### config.mk
export PLATFORM = sky130hd
export DESIGN_NAME = frcc_crc_byte
export DESIGN_NICKNAME = d
export VERILOG_FILES = /design/src/rtl/core/frcc_pkg.sv /design/src/rtl/core/frcc_crc_byte.sv
export SDC_FILE = /design/constraint.sdc
export NUM_CORES = 1
export LEC_CHECK = 0
export BUFFER_PORTS_ARGS = -buffer_cell sky130_fd_sc_hd__buf_2
export CAP_MARGIN = 20
export CORE_UTILIZATION = 40
export DETAILED_ROUTE_END_ITERATION = 6
export GPL_TIMING_DRIVEN = 0
export PLACE_DENSITY_LB_ADDON = 0.12
export SLEW_MARGIN = 20
export SYNTH_ARGS = -nofsm -noshare
export SYNTH_HDL_FRONTEND = slang
export SYNTH_SLANG_ARGS = --single-unit
export TNS_END_PERCENT = 20
### constraint.sdc
create_clock -name vclk -period 1.83
set_clock_uncertainty 0.05 [all_clocks]
set_input_delay 0.2745 -clock vclk [all_inputs]
set_output_delay 0.2745 -clock vclk [all_outputs]
set_load 0.005 [all_outputs]
### src/rtl/core/frcc_pkg.sv
`timescale 1ns / 1ps
// ----------------------------------------------------------------------------
// frcc_pkg
// Types and fixed constants of the flash record CRC checker.
// ----------------------------------------------------------------------------
package frcc_pkg;

  // Input item: one byte of the stored record
  typedef struct packed {
    logic [7:0] data_byte;
    logic       last_byte;
  } in_item_t;

  // Result item: one status per record
  typedef struct packed {
    logic [2:0]  status;
    logic [31:0] computed_crc;
  } out_item_t;

  // Status codes
  localparam logic [2:0] ST_OK          = 3'd0;
  localparam logic [2:0] ST_BAD_MAGIC   = 3'd1;
  localparam logic [2:0] ST_BAD_VERSION = 3'd2;
  localparam logic [2:0] ST_BAD_SIZE    = 3'd3;
  localparam logic [2:0] ST_BAD_CRC     = 3'd4;
  localparam logic [2:0] ST_BAD_LEN     = 3'd5;

  // Configuration register indexes
  localparam int          CFG_IDX_W   = 1;
  localparam logic [0:0]  CFG_MAGIC   = 1'b0;
  localparam logic [0:0]  CFG_VERSION = 1'b1;

  localparam logic [31:0] MAGIC_RESET   = 32'h4359_434C;
  localparam logic [15:0] VERSION_RESET = 16'h0001;

  // Reflected CRC-32
  localparam logic [31:0] CRC_POLY = 32'hEDB8_8320;
  localparam logic [31:0] CRC_INIT = 32'hFFFF_FFFF;

  // Byte position counter, saturating
  localparam int               POS_W   = 13;
  localparam logic [POS_W-1:0] POS_MAX = {POS_W{1'b1}};

endpackage

### src/rtl/core/frcc_crc_byte.sv
`timescale 1ns / 1ps
// ----------------------------------------------------------------------------
// frcc_crc_byte
// One byte step of the reflected CRC-32, unrolled over the eight bits.
// ----------------------------------------------------------------------------
module frcc_crc_byte (
  input  logic [31:0] crc_in,
  input  logic [7:0]  data,
  output logic [31:0] crc_out
);

  always_comb begin
    logic [31:0] c;
    c = crc_in ^ {24'd0, data};
    for (int i = 0; i < 8; i++) begin
      c = {1'b0, c[31:1]} ^ (frcc_pkg::CRC_POLY & {32{c[0]}});
    end
    crc_out = c;
  end

endmodule
Word-level counts from Yosys, hierarchy flattened
Cells that the tools add are included.
{"block": "op_classes", "bitwise": 9}
{"operator": "$xor 31x32->32", "n": 8}
{"operator": "$xor 32x8->32", "n": 1}
{"block": "totals", "output_inout_bits": 32, "regBits": 0, "in_bits": 40, "word_cells": 9}

Logic depth before layout (Yosys ltp)
Gate-level depths: netlist (run 1).
{"block": "depth", "depth_word": 9, "mapped_depth": 4, "mapped_depth_nobuf": 4}

Worst setup path before layout (run 1)
Ideal clock, no wire load.
{"block": "synth_timing", "kind": "input-to-output", "startpoint": "in data[0]", "endpoint": "out crc_out[18]", "t_arrival_ps": 1478, "slack_ps": 27, "stages": 4, "n_path_buf": 0, "t_required_ps": 1505, "path_cell_list": "xnor2_4 xnor3_2 xor2_2 xnor2_1"}
{"block": "synth_via", "elab_chain_len": 9}
{"element": "from (decl)", "line_no": "frcc_crc_byte.sv:8", "rtl": "input logic [7:0] data,"}
{"element": "$xor 32x8->32", "line_no": "frcc_crc_byte.sv:14", "rtl": "c = crc_in ^ {24'd0, data};"}
{"element": "$xor 31x32->32 (8 in series)", "line_no": "frcc_crc_byte.sv:16", "rtl": "c = {1'b0, c[31:1]} ^ (frcc_pkg::CRC_POLY & {32{c[0]}});"}
{"element": "to (decl)", "line_no": "frcc_crc_byte.sv:9", "rtl": "output logic [31:0] crc_out"}
No other way between the ends.

Final worst setup path (run 1)
{"block": "layout_timing", "startpoint": "in data[6]", "endpoint": "out crc_out[19]"}
The elaborated chain is that of the path after synthesis.

==> results of run 1 <==
critical path, cell delays in order:
cell	delay, ps
buf_8	100
xnor2_4	160
xnor3_2	550
xnor2_2	230
xnor2_1	150
buf_2	130
per-stage QoR:
step           setup WS [ps]  power (mW)  area [um2]
4_1_cts                -83.2        1.16        1420
6_report                -102        1.19        1480
3_5_place_dp            -273        1.04        1200
5_1_grt                 -139        1.31        1480
3_3_place_gp            -250        1.02        1200
2_1_floorplan           27.1       0.652         812
synthesized netlist by cell type, drive strengths merged:
cell,instances
xnor2,51
xnor3,3
xor2,17
repair_timing:
| item | 4_1_cts | 5_1_grt |
|---|---|---|
| endpoints found under the hold margin | 0 | 0 |
| setup buffers | 12 | 1 |
| setup endpoints to repair | 18 | 13 |
| gates resized for setup | 22 | 10 |
| pin swaps | 15 | 10 |
area by class of cell:
type / instances / area, um2 / share of cell area (%)
timing repair buffer: 85 / 509 / 34.3
tap: 25 / 31.3 / 2.11
multi-input combinational: 71 / 943 / 63.6
layer usage:
layer	GRT usage (%)	up-vias
met1	19.1	336
met2	37.2	45
li1	-	381
met3	0	4
met5	0	-
met4	0	0
power by group:
part	internal (mW)	switching, mW
sequential	0	0
clock	0	0
combinational	0.688	0.506
worst max-delay path by stage:
stage	startpoint	end	slack, ps
final	data[6]	crc_out[19]	-100
after floorplan	data[0]	crc_out[18]	30
after CTS	crc_in[6]	crc_out[19]	-80
after global placement	data[0]	crc_out[22]	-250
after detailed placement	data[0]	crc_out[19]	-270
after global routing	data[6]	crc_out[19]	-140
logic make-up after synthesis:
| group | count (synthesis) | synth area share [%] |
|---|---|---|
| xor+xnor | 71 | 100 |
==> results.cfg, run 1 <==
[flow_run]
drv_cap = 0

[worst_hold_path]
hp-class = primary input to output port
holdPathStages = 3
hold_end = crc_out[22]
hold_start = crc_in[30]

[global_routing]
first_global_vias = 633
grt.overflow.total = 0
gr-usage-all-layers_pct = 17.1
antenna_found_initial = 0
grt_pass1_wl_um = 2700
grt_max_degree = 7

[detailed_routing]
routed-wl-met2_um = 1110
first_pass_iters = 3
wirelength_um = 1980
drt_iter0_drc = 4
met3_length_um = 112
ant_nets = 0
routed-via-count = 766
wire_per_inst_um = 10.9
top_layer = met4
drt-met1-wl_um = 703
drc = 0
viasPerCell = 4.23

[floorplan]
initial_utilization_pct = 44.6
ios = 72
coreArea_um2 = 1820
fp.dieW_um = 47.1
die_area_um2 = 2210
die_y_um = 47.1
floorplan.rows = 15

[synthesis]
postSynthCellCount = 71
synth_top_area_cell = xnor2_1
ys_types = 7
synthTopCellsByArea = xnor2_1, xnor2_4, xor2_2, xor2_1, xnor3_2
netlist_area_um2 = 812
synth_fp_nets = 111
yosysWarningCount = 0
synth-seq-area-share_pct = 0
avgSynthCellArea_um2 = 11.4
synth_top_area_share_pct = 48.5

[sta]
holdWs_ps = 745
slew_violations = 0
fin_crit_ps = 1930
slew_headroom_pct = 73.8
setup_slack_ps = -102
period_share_pct = 106
grt_setup_unrepaired = true
tightest_slew_ps = 394
hold_viol = 0
setup_viol = 9
setup_tns_ps = -364
timing.fmax_ghz = 0.518

[pwr]
power_density_nw_per_um2 = 805
leakage_nw = 0.693
peakVddDrop_uv = 523

[layout]
fin_cells = 181
layout_common_cells = buf_2, xnor2_1, buf_4, xor2_1, xnor2_2
layout-drive-gt1-share_pct = 69.9
fillers = 117
synthToLayoutAreaGrowth_pct = 82.7
final_util_pct = 81.5
layout_commonest_cell = buf_2
antenna_cells = 0
fin_nets = 198
nClkBuffers = 0
seq_cell_count = 0
seq_area_um2 = 0

[setup_path]
cp_data_required_time_ps = 1510
critPathLaunchType = primary input
crit_path_end_kind = output port
arrival_ps = 1610
crit_type = primary input to output port
crit_fanout = 5

[placement]
dp.cells = 168
gp_congestion = 0.634
port_buffers = 72

[outcome]
outcome = finished, violations left
failed_checks = negative setup slack

[cts]
hold_buffers = 0
No activity file was read; power rests on OpenSTA's default activity.
==> run 2: changes to the inputs <==
==> constraint.sdc (replaced) <==
create_clock -name vclk -period 1.83
set_clock_uncertainty 0.05 [all_clocks]
set_input_delay 0.366 -clock vclk [all_inputs]
set_output_delay 0.366 -clock vclk [all_outputs]
set_load 0.005 [all_outputs]
==> results.cfg, run 2 (synthesis gave the netlist of run 1 again) <==
[layout]
fin_cells = 186
seq_cell_count = 0
layout_commonest_cell = buf_2
fin_nets = 203
layout_common_cells = buf_2, xnor2_1, buf_6, xnor2_2, buf_4
seq_area_um2 = 0
synthToLayoutAreaGrowth_pct = 107
antenna_cells = 0
nClkBuffers = 0
layout-drive-gt1-share_pct = 75.8

[placement]
hpwl_um = 1480
gp_congestion = 0.646
dp.cells = 168
port_buffers = 72

[sta]
setup_slack_ps = -275
grt_setup_unrepaired = true
timing.fmax_ghz = 0.475
setup_viol = 22
slew_headroom_pct = 73.9
period_share_pct = 115
fin_crit_ps = 2110
hold_viol = 0
setup_tns_ps = -3290
slew_violations = 0
tightest_slew_ps = 389

[global_routing]
grt_max_degree = 7
gr-usage-all-layers_pct = 20.7
antenna_found_initial = 0
first_global_vias = 784
grt.overflow.total = 0
grt_pass1_wl_um = 3270

[worst_hold_path]
holdPathStages = 3
hp-class = primary input to output port
hold_start = crc_in[17]
hold_end = crc_out[9]

[detailed_routing]
wire_per_inst_um = 14.1
first_pass_iters = 3
ant_nets = 0
routed-via-count = 829
viasPerCell = 4.46
wirelength_um = 2620
drt_iter0_drc = 5
drc = 0

[floorplan]
floorplan.rows = 15
die_y_um = 47.1
coreArea_um2 = 1820
fp.dieW_um = 47.1
die_area_um2 = 2210
ios = 72
initial_utilization_pct = 44.6

[pwr]
power_density_nw_per_um2 = 799
leakage_nw = 0.789
peakVddDrop_uv = 605

[setup_path]
arrival_ps = 1690
cp_data_required_time_ps = 1410
crit_fanout = 5
crit_type = primary input to output port
crit_path_end_kind = output port
critPathLaunchType = primary input

[outcome]
failed_checks = negative setup slack
outcome = finished, violations left

[cts]
hold_buffers = 0

[flow_run]
drv_cap = 0
==> run 2: cell types whose count changed in the layout (fill, tap and decap cells not counted), sizes merged <==
cell,previous run,this run
buf,85,90
==> run 2: stage by stage <==
stage                     power, mW  cell area [um2]  util (%)  hold WS (ps)  worst slack [ps]
after floorplan               0.658              842         -           737             -60.3
after global placement         1.03             1230      67.8           933              -386
after detailed placement       1.05             1230      67.8           934              -414
after CTS                      1.24             1560      85.4           934              -298
after global routing           1.46             1680      92.5           938              -335
final                          1.35             1680      92.5           933              -275
==> run 2: worst max path at each step <==
stage	startpoint	to
after detailed placement	data[3]	crc_out[22]
after CTS	crc_in[0]	crc_out[19]
after floorplan	data[6]	crc_out[18]
final	data[0]	crc_out[18]
after global placement	data[3]	crc_out[22]
after global routing	data[0]	crc_out[22]
==> run 2: area by class of cell <==
cell class / instances / area (um2)
repair buffers: 90 / 627
multi-input cells: 71 / 1030
fillers: 74 / 136
well taps: 25 / 31.3
==> run 2: repair_timing <==
| action | 4_1_cts | 5_1_grt |
|---|---|---|
| buffers inserted | 16 | 2 |
| gates resized for setup | 36 | 23 |
| cloned | 0 | 0 |
| endpoints found under the setup margin | 24 | 25 |
| pin swaps | 18 | 11 |
==> run 2: per-layer routing <==
metal  routed length, um  vias to the layer above  track usage, %
li1                    -                      399               -
met1                 858                      379            20.8
met2                1570                       47            47.8
met3                 146                        4               0
met4                  46                        0               0
met5                   0                        -               0
==> run 2: where the power goes <==
group / internal (mW) / leakage, nW / total, mW / switching (mW)
registers: 0 / 0 / 0 / 0
clock network: 0 / 0 / 0 / 0
logic: 0.771 / 0.789 / 1.35 / 0.574
total: 0.771 / 0.789 / 1.35 / 0.574
==> run 2: worst max-delay path, cell delays in order <==
cell and delay, ps:
buf_8 100, xnor2_4 170, xnor3_2 560, xor2_2 190, xnor2_1 160, buf_2 140
